### src/rtl/core/lrupr_pkg.sv
// Shared constants and controller/datapath interface types for the LRU page replacement core.
package lrupr_pkg;

  localparam int FRAMES_DEF    = 8;
  localparam int PAGE_BITS_DEF = 16;
  localparam int CFG_W         = 4;
  localparam logic [CFG_W-1:0] CFG_RESET = 4'd4;
  localparam int COUNT_W       = 16;

  typedef struct packed {
    logic load;    // capture page, clear scan results
    logic scan;    // walk frames
    logic update;  // commit table update and result
  } ctrl_cmd_t;

  typedef struct packed {
    logic scan_done;
  } dp_stat_t;

endpackage

### src/rtl/core/lrupr_ram.sv
// Generic single-write, single-read RAM with registered read data.
module lrupr_ram #(
  parameter int WIDTH = 16,
  parameter int DEPTH = 8,
  localparam int AW   = (DEPTH > 1) ? $clog2(DEPTH) : 1
) (
  input  logic             clk,
  input  logic             we,
  input  logic [AW-1:0]    waddr,
  input  logic [WIDTH-1:0] wdata,
  input  logic [AW-1:0]    raddr,
  output logic [WIDTH-1:0] rdata
);

  logic [WIDTH-1:0] mem [DEPTH];
  logic [WIDTH-1:0] rdata_r;

  always_ff @(posedge clk) begin
    if (we) begin
      mem[waddr] <= wdata;
    end
    rdata_r <= mem[raddr];
  end

  assign rdata = rdata_r;

endmodule

### src/rtl/core/lrupr_ctrl.sv
// Controller state machine: sequences load, frame scan and update for one beat.
module lrupr_ctrl
  import lrupr_pkg::*;
(
  input  logic      clk,
  input  logic      rst_n,
  input  logic      start,
  input  dp_stat_t  stat,
  output ctrl_cmd_t cmd,
  output logic      busy
);

  typedef enum logic [1:0] {
    ST_IDLE,
    ST_SCAN,
    ST_UPDATE
  } state_t;

  state_t state_r, state_nxt;

  always_comb begin
    state_nxt  = state_r;
    cmd        = '0;
    case (state_r)
      ST_IDLE: begin
        if (start) begin
          cmd.load  = 1'b1;
          state_nxt = ST_SCAN;
        end
      end
      ST_SCAN: begin
        cmd.scan = 1'b1;
        if (stat.scan_done) begin
          state_nxt = ST_UPDATE;
        end
      end
      ST_UPDATE: begin
        cmd.update = 1'b1;
        state_nxt  = ST_IDLE;
      end
      default: begin
        state_nxt = ST_IDLE;
      end
    endcase
  end

  always_ff @(posedge clk) begin
    if (!rst_n) begin
      state_r <= ST_IDLE;
    end else begin
      state_r <= state_nxt;
    end
  end

  assign busy = (state_r != ST_IDLE);

endmodule

### src/rtl/core/lrupr_dpath.sv
// Datapath: page RAM, valid bits, age ranks, scan trackers, fault counter and result registers.
module lrupr_dpath
  import lrupr_pkg::*;
#(
  parameter int FRAMES    = FRAMES_DEF,
  parameter int PAGE_BITS = PAGE_BITS_DEF,
  localparam int FIDX_W   = (FRAMES > 1) ? $clog2(FRAMES) : 1
) (
  input  logic                 clk,
  input  logic                 rst_n,
  input  ctrl_cmd_t            cmd,
  output dp_stat_t             stat,
  input  logic [PAGE_BITS-1:0] in_page_number,
  input  logic                 cfg_we,
  input  logic [CFG_W-1:0]     cfg_wdata,
  output logic                 out_valid,
  output logic                 out_fault,
  output logic [FIDX_W-1:0]    out_frame_index,
  output logic                 out_evicted_valid,
  output logic [PAGE_BITS-1:0] out_evicted_page,
  output logic [COUNT_W-1:0]   out_fault_total
);

  localparam int CNT_W = $clog2(FRAMES + 1);
  localparam int LIM_W = ((CNT_W > CFG_W) ? CNT_W : CFG_W) + 1;

  logic [CFG_W-1:0]     cfg_r;
  logic [PAGE_BITS-1:0] page_r;

  logic [CNT_W-1:0]     cnt_r;
  logic [FIDX_W-1:0]    cidx_r;

  logic                 valid_r [FRAMES];
  logic [FIDX_W-1:0]    age_r   [FRAMES];
  logic [FIDX_W-1:0]    age_nxt [FRAMES];

  // scan trackers
  logic [CNT_W-1:0]     used_r;
  logic                 hit_r;
  logic [FIDX_W-1:0]    hit_idx_r;
  logic [FIDX_W-1:0]    hit_rank_r;
  logic                 lru_found_r;
  logic [FIDX_W-1:0]    lru_rank_r;
  logic [FIDX_W-1:0]    lru_idx_r;
  logic [PAGE_BITS-1:0] victim_r;
  logic                 free_found_r;
  logic [FIDX_W-1:0]    free_idx_r;

  logic [COUNT_W-1:0]   fcnt_r, fcnt_nxt;

  logic                 out_valid_r;
  logic                 out_fault_r;
  logic [FIDX_W-1:0]    out_fidx_r;
  logic                 out_ev_r;
  logic [PAGE_BITS-1:0] out_evpage_r;
  logic [COUNT_W-1:0]   out_ftot_r;

  logic [PAGE_BITS-1:0] rd_data;
  logic                 cmp_en;
  logic                 cur_valid;
  logic [FIDX_W-1:0]    cur_rank;

  logic [LIM_W-1:0]     limit;
  logic                 has_room;
  logic                 evict;
  logic [FIDX_W-1:0]    tgt;

  lrupr_ram #(
    .WIDTH (PAGE_BITS),
    .DEPTH (FRAMES)
  ) u_page_ram (
    .clk   (clk),
    .we    (cmd.update && !hit_r),
    .waddr (tgt),
    .wdata (page_r),
    .raddr (cnt_r[FIDX_W-1:0]),
    .rdata (rd_data)
  );

  assign stat.scan_done = (cnt_r == CNT_W'(FRAMES));

  // read data for frame cidx_r arrives in the cycle after its address
  assign cmp_en    = cmd.scan && (cnt_r != '0);
  assign cur_valid = valid_r[cidx_r];
  assign cur_rank  = age_r[cidx_r];

  always_comb begin
    if (cfg_r == '0) begin
      limit = LIM_W'(1);
    end else if (LIM_W'(cfg_r) > LIM_W'(FRAMES)) begin
      limit = LIM_W'(FRAMES);
    end else begin
      limit = LIM_W'(cfg_r);
    end
  end

  assign has_room = (LIM_W'(used_r) < limit);
  assign evict    = !hit_r && !has_room;

  always_comb begin
    if (hit_r) begin
      tgt = hit_idx_r;
    end else if (has_room) begin
      tgt = free_idx_r;
    end else begin
      tgt = lru_idx_r;
    end
  end

  assign fcnt_nxt = (fcnt_r == '1) ? fcnt_r : fcnt_r + COUNT_W'(1);

  // touch: valid frames younger than the touched one age by one; on a fault all other valid frames age
  always_comb begin
    for (int k = 0; k < FRAMES; k++) begin
      age_nxt[k] = age_r[k];
      if (FIDX_W'(k) == tgt) begin
        age_nxt[k] = '0;
      end else if (valid_r[k] && (!hit_r || age_r[k] < hit_rank_r)) begin
        age_nxt[k] = age_r[k] + FIDX_W'(1);
      end
    end
  end

  always_ff @(posedge clk) begin
    if (!rst_n) begin
      cfg_r       <= CFG_RESET;
      fcnt_r      <= '0;
      out_valid_r <= 1'b0;
      for (int k = 0; k < FRAMES; k++) begin
        valid_r[k] <= 1'b0;
        age_r[k]   <= '0;
      end
    end else begin
      if (cfg_we) begin
        cfg_r <= cfg_wdata;
      end
      out_valid_r <= cmd.update;
      if (cmd.update) begin
        for (int k = 0; k < FRAMES; k++) begin
          age_r[k] <= age_nxt[k];
        end
        if (!hit_r) begin
          valid_r[tgt] <= 1'b1;
          fcnt_r       <= fcnt_nxt;
        end
      end
    end
  end

  always_ff @(posedge clk) begin
    if (!rst_n) begin
      cnt_r        <= '0;
      hit_r        <= 1'b0;
      lru_found_r  <= 1'b0;
      free_found_r <= 1'b0;
      used_r       <= '0;
    end else if (cmd.load) begin
      cnt_r        <= '0;
      hit_r        <= 1'b0;
      lru_found_r  <= 1'b0;
      free_found_r <= 1'b0;
      used_r       <= '0;
    end else if (cmd.scan) begin
      if (!stat.scan_done) begin
        cnt_r <= cnt_r + CNT_W'(1);
      end
      if (cmp_en) begin
        if (cur_valid) begin
          used_r <= used_r + CNT_W'(1);
          if (!hit_r && rd_data == page_r) begin
            hit_r <= 1'b1;
          end
          if (!lru_found_r || cur_rank > lru_rank_r) begin
            lru_found_r <= 1'b1;
          end
        end else if (!free_found_r) begin
          free_found_r <= 1'b1;
        end
      end
    end
  end

  // payload side of the scan trackers
  always_ff @(posedge clk) begin
    if (cmd.load) begin
      page_r <= in_page_number;
    end
    cidx_r <= cnt_r[FIDX_W-1:0];
    if (cmp_en) begin
      if (cur_valid) begin
        if (!hit_r && rd_data == page_r) begin
          hit_idx_r  <= cidx_r;
          hit_rank_r <= cur_rank;
        end
        if (!lru_found_r || cur_rank > lru_rank_r) begin
          lru_rank_r <= cur_rank;
          lru_idx_r  <= cidx_r;
          victim_r   <= rd_data;
        end
      end else if (!free_found_r) begin
        free_idx_r <= cidx_r;
      end
    end
    if (cmd.update) begin
      out_fault_r  <= !hit_r;
      out_fidx_r   <= tgt;
      out_ev_r     <= evict;
      out_evpage_r <= evict ? victim_r : '0;
      out_ftot_r   <= hit_r ? fcnt_r : fcnt_nxt;
    end
  end

  assign out_valid         = out_valid_r;
  assign out_fault         = out_fault_r;
  assign out_frame_index   = out_fidx_r;
  assign out_evicted_valid = out_ev_r;
  assign out_evicted_page  = out_evpage_r;
  assign out_fault_total   = out_ftot_r;

endmodule

### src/rtl/core/lru_page_replacement_core.sv
// Top level of the LRU page replacement core: controller plus datapath.
//
// Fully associative page frame table with least-recently-used replacement.
// Input: pulse start with in_page_number while busy is low; that edge takes the beat.
// Output: one result beat per input, shown for exactly one cycle with out_valid
//   high: out_fault, out_frame_index, out_evicted_valid, out_evicted_page
//   (zero when nothing is evicted) and out_fault_total (saturating).
// Config: cfg_we with cfg_wdata writes the frame limit (0 acts as 1, values above
//   FRAMES act as FRAMES); write it only while busy is low. Reset value is 4.
// Timing: the frame scan reads the page RAM one frame per cycle, then the update
//   state commits the table. out_valid rises registered from the update state;
//   busy drops in that same cycle. No new beat is taken while busy is high, so
//   the one-read-per-cycle page RAM scan sets how often beats can be taken.
// Reset (rst_n low, synchronous): all frames empty, age ranks and fault count
//   cleared, frame limit back to 4, no result pending.
// The receiver has no stall: each result must be taken in its one valid cycle.
module lru_page_replacement_core
  import lrupr_pkg::*;
#(
  parameter int FRAMES    = FRAMES_DEF,
  parameter int PAGE_BITS = PAGE_BITS_DEF,
  localparam int FIDX_W   = (FRAMES > 1) ? $clog2(FRAMES) : 1
) (
  input  logic                 clk,
  input  logic                 rst_n,
  input  logic                 start,
  output logic                 busy,
  input  logic [PAGE_BITS-1:0] in_page_number,
  input  logic                 cfg_we,
  input  logic [CFG_W-1:0]     cfg_wdata,
  output logic                 out_valid,
  output logic                 out_fault,
  output logic [FIDX_W-1:0]    out_frame_index,
  output logic                 out_evicted_valid,
  output logic [PAGE_BITS-1:0] out_evicted_page,
  output logic [COUNT_W-1:0]   out_fault_total
);

  ctrl_cmd_t cmd;
  dp_stat_t  stat;

  lrupr_ctrl u_ctrl (
    .clk   (clk),
    .rst_n (rst_n),
    .start (start),
    .stat  (stat),
    .cmd   (cmd),
    .busy  (busy)
  );

  lrupr_dpath #(
    .FRAMES    (FRAMES),
    .PAGE_BITS (PAGE_BITS)
  ) u_dpath (
    .clk               (clk),
    .rst_n             (rst_n),
    .cmd               (cmd),
    .stat              (stat),
    .in_page_number    (in_page_number),
    .cfg_we            (cfg_we),
    .cfg_wdata         (cfg_wdata),
    .out_valid         (out_valid),
    .out_fault         (out_fault),
    .out_frame_index   (out_frame_index),
    .out_evicted_valid (out_evicted_valid),
    .out_evicted_page  (out_evicted_page),
    .out_fault_total   (out_fault_total)
  );

endmodule

### config.mk
export PLATFORM = sky130hd
export DESIGN_NAME = lru_page_replacement_core
export DESIGN_NICKNAME = d
export VERILOG_FILES = /design/src/rtl/core/lrupr_pkg.sv /design/src/rtl/core/lrupr_ram.sv /design/src/rtl/core/lrupr_ctrl.sv /design/src/rtl/core/lrupr_dpath.sv /design/src/rtl/core/lru_page_replacement_core.sv
export SDC_FILE = /design/constraint.sdc
export NUM_CORES = 1
export LEC_CHECK = 0
export BUFFER_PORTS_ARGS = -buffer_cell sky130_fd_sc_hd__buf_4
export CORE_ASPECT_RATIO = 1.75
export CORE_MARGIN = 4
export CORE_UTILIZATION = 50
export CTS_CLUSTER_DIAMETER = 150
export DETAILED_ROUTE_END_ITERATION = 10
export PLACE_DENSITY = 0.63
export RECOVER_POWER = 100
export SLEW_MARGIN = 20
export SYNTH_ARGS = -nofsm -noshare
export SYNTH_HDL_FRONTEND = slang
export SYNTH_SLANG_ARGS = --single-unit
### constraint.sdc
create_clock -name clk -period 8.55 [get_ports clk]
set_input_delay 1.2825 -clock clk [delete_from_list [all_inputs] [get_ports clk]]
set_output_delay 1.2825 -clock clk [all_outputs]
set_load 0.1 [all_outputs]
======== Word-level counts from Yosys, hierarchy flattened ========
Memories as Yosys holds them, arrays and structs flattened. A register that Yosys moved wholly into a read port is not among the register bits.
Index checks and enable logic that the tools add are counted.
operators by class
  equal/unequal tests ..................... 14
  magnitude comparators ................... 11
  reduce and logical (&&, ||, !) cells .... 40
  add/subtract/negate cells ............... 11
  mux-type cells .......................... 50
  bitwise gates (word level) .............. 12
operator list
  operator               count
  $mux 3                 27
  $mux 16                2
  $add 3x1->3 const B    8
  $lt 3x3->1             8
  $add 16x1->16 const B  1
  $eq 16x16->1           1
  $eq 16x16->1 const B   1
  $mux 1                 16
  $reduce_and 3->1       5
  $eq 3x3->1 const A     4
  $logic_and 1x1->1      12
  $logic_or 1x1->1       9
  $add 4x1->4 const B    2
  $or 1x1->1             8
  $reduce_and 4->1       2
  $eq 2x3->1 const A     2
  $lt 4x5->1             1
  $mux 5                 1
  $eq 4x4->1 const B     1
  $gt 4x4->1 const B     1
  $logic_not 4->1        1
  $mux 2                 2
  $mux 4                 1
  $ne 2x2->1 const B     2
  14 further kinds       20
word-level totals
  memories kept ........................... 3
  output and inout port bits .............. 39
  register bits ........................... 121
  memory bits (writable) .................. 160
memories
  memory                  depth  width  rd ports  clocked after Yosys merged registers in  wr ports  line               RTL
  u_dpath.u_page_ram.mem  8      16     1         1                                        1         lrupr_ram.sv:15    logic [WIDTH-1:0] mem [DEPTH];
  u_dpath.age_r           8      3      9         1                                        8         lrupr_dpath.sv:34  logic [FIDX_W-1:0] age_r [FRAMES];
  u_dpath.valid_r         8      1      9         1                                        8         lrupr_dpath.sv:33  logic valid_r [FRAMES];

======== Depth between registers and ports, before layout ========
  word-level depth ........................ 9
  depth in mapped cells ................... 11

======== Modules after synthesis ========
Synthesis repeated with hierarchy kept, for this count alone.
second synthesis, totals
  cell total of the unflattened synthesis .. 803
  area total of the unflattened synthesis .. 12,510.7 um^2
by module, submodules not included
  module       times used  area each (um^2)  sequential area each (um^2)  cells each
  lrupr_dpath  1           7,095.6           4,103.9                      576
  lrupr_ram    1           5,293.8           4,164.0                      214
  lrupr_ctrl   1           121.4             40.0                         13

======== Least setup slack after synthesis ========
No wires, ideal clock.
  kind .................................... flip-flop to flip-flop
  start ................................... register, netlist name u_dpath.cidx_r[0]
  end ..................................... register u_dpath.lru_idx_r[0], enable pin
  arrival ................................. 3,582 ps
  library setup time ...................... 435 ps
  period minus slack after synthesis ...... 4,017 ps
  slack ................................... 4,533 ps
  path buffers ............................ 1
  stages on the path, launching flop included .. 9
  required time ........................... 8,115 ps
  path through ............................ dfxtp_1 buf_2 mux4_2 mux2_2 ha_1 nor2b_1 o21a_1 o21ai_0 a21boi_0
RTL lines
  element               line                RTL
  to (signal assigned)  lrupr_dpath.sv:197  lru_idx_r <= cidx_r;
  to (decl)             lrupr_dpath.sv:44   logic [FIDX_W-1:0] lru_idx_r;

======== Final worst setup path ========
  start ................................... register u_dpath.cnt_r[1]
  end ..................................... register u_dpath.lru_rank_r[2], enable pin
between the ends
  word-level cells in the longest chain between the ends .. 3
ends and longest elaborated chain
  element                     line                RTL
  from (decl)                 lrupr_dpath.sv:30   logic [CNT_W-1:0] cnt_r;
  from (signal assigned)      lrupr_dpath.sv:165  cnt_r <= cnt_r + CNT_W'(1);
  $reduce_bool 4->1           lrupr_dpath.sv:83   assign cmp_en = cmd.scan && (cnt_r != '0);
  $logic_and 1x1->1           lrupr_dpath.sv:83
  $reduce_and 3->1 (no line)  -
  to (signal assigned)        lrupr_dpath.sv:196  lru_rank_r <= cur_rank;
  to (decl)                   lrupr_dpath.sv:43   logic [FIDX_W-1:0] lru_rank_r;
Every way passes these cells.
A chain may end at the register's enable or synchronous reset.

==> run_results.csv <==
group,metric,value,unit
critical_path,critPathRequiredTime,8.71,ns
critical_path,arrival_time_reported_for_the_critical_path_endpoint,5.65,ns
synth,ys_seq_elements,297,
synth,synth_top_area_share,0.580,
placement,dp_hpwl,18.0,mm
global_routing,grt-ovfl-total,0,
timing,timing.hold.ws,0.454,ns
global_routing,vias_in_the_first_global_route,7377,
critical_path,setup.worst_path.end,"u_dpath.lru_rank_r[2]",
synth,synth_edf_count,236,
global_routing,antenna_found_initial,0,
die,starting_density_of_the_core,0.509,
critical_path,rrSetupSlack,3.06,ns
critical_path,r2r_cells,8,
clocking,path_clk_slew,0.07,ns
timing,timing.final.crit_share,0.642,
timing,tns,0,ns
finish,area_delta_synth_final,11.3,%
global_routing,wire_length_of_the_first_global_routing_pass,40.7,mm
clocking,tritoncts,"yes",
synth,synth.lib_cells_used.distinct,56,
die,die-height,215,µm
critical_path,timing.critical_path.mode_cell,"clkbuf_1",
placement,place_worst_setup_slack,5.05,ns
critical_path,timing.critical_path.max_delay_family,"buffers and inverters",
run,timing.max_cap.violations,5,
clocking,clock-sinks,297,
pwr,irDropWorstVdd,181,µV
die,die_x,126,µm
routing,drc_errors,0,
routing,post_drt_via_cell_ratio,5.66,
placement,place.port_buffers,62,
synth,main_area_contributors_after_synthesis,"edfxtp_1 58%, dfxtp_1 10%, mux4_2 7.4%",
timing,finClkSkew,0.0117,ns
critical_path,critPathKind,"flip-flop to flip-flop",
synth,synth_simple_gate_area_frac,0.0799,
routing,drt_pre_antenna_iters,5,
die,coreArea,24000,µm²
critical_path,crit_chain,"clkbuf_1, inv_1, ha_1, nand2b_1, o21ai_0, nor2b_1, a21boi_0, clkbuf_1",
placement,gp_routability_congestion,0.864,
synth,synth_top_flop_cell,"edfxtp_1",
status,outcome,"finished with violations",
clocking,hold_buffers,0,
synth,fraction_of_the_mapped_netlist_area_in_compound_gates,0.0497,
timing,max_clock_freq,0.182,GHz
timing,setup_violations,0,
hold_path,worstHoldStart,"u_dpath.u_page_ram.rdata[8]",
synth,yosysTopAreaCell,"edfxtp_1",
die,rows,75,
die,die-area,27100,µm²
critical_path,setup.worst_path.start,"u_dpath.cnt_r[1]",
synth,mappedNetlistNets,847,
critical_path,critPathCaptureType,"flip-flop",
clocking,cts_repair_resize_count,0,
finish,mostFrequentLayoutCells,"236 x edfxtp_1, 72 x nor2_1, 63 x clkbuf_1, 61 x dfxtp_1, 40 x mux4_2",
die,ios,63,
critical_path,path_length_in_cells_of_the_critical_path,8,
synth,synth-warning-count,0,
synth,yosys.area_share.adder,0.0348,
synth,post_synth_mux_area_share,0.0997,
synth,synth.avg_cell_area,15.5,µm²
critical_path,worstReg2RegEnd,"u_dpath.lru_rank_r[2]",
timing,unrepaired_setup_endpoints_after_global_routing,"no",
critical_path,crit_path_top_delay_cell,"clkbuf_1",
routing,detailroute.via_count,6754,
timing,finalHoldViolCount,0,
finish,post_route_cells_drive_above_1_share,0.145,
timing,final_critical_path_setup_slack,3.06,ns
timing,maxSlewViolCount,135,
timing,worst_slew_pin_slew,3.00,ns
global_routing,grt_max_degree,38,
timing,final.min_clock_period,5.49,ns
clocking,root_buffer,"clkbuf_16",
pwr,total_power_density_per_cell_area,208,nW/µm²
synth,post_synth_instance_area,12200,µm²
clocking,cts-buffers-inserted,26,
synth,synthArstFlopShare,0,
critical_path,critical_path.max_fanout,37,
finish,count_of_nets_after_finishing,923,
routing,detail_route.wl_per_cell,21.6,µm
timing,timing.max_slew.rel_slack,-1.00,
synth,yosys.area_share.xor_xnor,0.0365,
critical_path,crit_buf_inv,3,
synth,synth_cells,789,
synth,seq_area_frac_synth,0.680,
finish,antenna_cells,0,
routing,antenna_left,0,
routing,drtIter0Drc,384,
pwr,power.total,2.83,mW
finish,layout_commonest_cell,"edfxtp_1",
clocking,clkLatencyLatePin,0.53,ns
pwr,p_leak,4.60,nW
clocking,post-cts-setup-buffer-count,0,
critical_path,max_stage_delay,1.63,ns
status,violations,"max-capacitance violations, max-slew violations",
global_routing,gr-usage-all-layers,0.193,
critical_path,worst_setup_path_start_kind,"flip-flop",
synth,main_combinational_cell_family_by_area_after_synthesis,"multiplexers",
routing,routed_wl,25.8,mm
clocking,htreeDepth,1,
hold_path,worst_hold_path_type,"flip-flop to flip-flop",
critical_path,rr_startpoint,"u_dpath.cnt_r[1]",
clocking,cts.path.max_buffers,3,
[logic make-up after synthesis]
group | after synthesis
multiplexers | 69
AND/OR/NAND/NOR | 196
buffers and inverters | 51
flip-flops | 297
XOR/XNOR | 51
AO/OA/AOI/OAI | 91
adder cells (fa/ha/maj) | 34
[through the flow]
| stage | utilization | cells | area [µm²] |
|---|---|---|---|
| floorplan | - | 789 | 12200 |
| global placement | 0.543 | 1145 | 13000 |
| detailed placement | 0.543 | 1145 | 13000 |
| CTS | 0.577 | 1193 | 13900 |
| global route | 0.567 | 1193 | 13600 |
| finish | 0.567 | 1193 | 13600 |
[layout make-up]
cell class | instances | area [µm²]
clock buffer | 37 | 764
clock inverter | 11 | 53.8
fill | 1989 | 10400
inverter | 20 | 75.1
multi-input combinational | 441 | 3640
sequential | 297 | 8310
tap | 308 | 385
timing repair buffer | 79 | 379
[flip-flops by register name (all words and copies together) (netlist names), 2 cells and up]
signal	flops
u_dpath.u_page_ram.mem	128
u_dpath.age_r	24
u_dpath.fcnt_r	16
u_dpath.out_evicted_page	16
u_dpath.out_fault_total	16
u_dpath.page_r	16
u_dpath.u_page_ram.rdata	16
u_dpath.victim_r	16
u_dpath.valid_r	8
u_dpath.cfg_r	4
u_dpath.cnt_r	4
u_dpath.used_r	4
u_dpath.cidx_r	3
u_dpath.free_idx_r	3
u_dpath.hit_idx_r	3
u_dpath.hit_rank_r	3
u_dpath.lru_idx_r	3
u_dpath.lru_rank_r	3
u_dpath.out_frame_index	3
u_ctrl.state_r	2
[metal layers]
layer / GRT usage / vias up / wire, µm
met5: 0 / - / 0
met4: 0.0641 / 0 / 673
met3: 0.0253 / 44 / 1130
met2: 0.386 / 183 / 15100
met1: 0.202 / 3406 / 8890
li1: - / 3121 / -
[cells in the mapped netlist (all sizes together) (7+ instances only)]
master  number
edfxtp     236
nor2        73
dfxtp       61
mux4        40
xnor2       38
ha          34
nand2       31
o21ai       26
mux2        22
clkbuf      21
inv         18
and2        17
a21oi       14
nor3        14
xor2        13
nor2b       12
o21a        12
nand3       11
buf         10
nand2b      10
nand4        9
a31oi        8
mux2i        7
[how the worst min path moves through the flow]
stage / endpoint / cells after the start
6_report: u_dpath.victim_r[8] / 0
4_1_cts: u_dpath.victim_r[8] / 0
2_1_floorplan: u_dpath.cidx_r[2] / 0
3_3_place_gp: u_dpath.victim_r[15] / 0
5_1_grt: u_dpath.victim_r[1] / 0
3_5_place_dp: u_dpath.victim_r[0] / 0
[where the power goes]
group          switching (mW)  internal (mW)  leakage, nW  total (mW)
Sequential             0.0236           1.58         2.67        1.60
Clock                   0.494          0.622        0.406        1.12
Combinational          0.0629         0.0539         1.52       0.117
No activity file was read; power rests on OpenSTA's default activity.
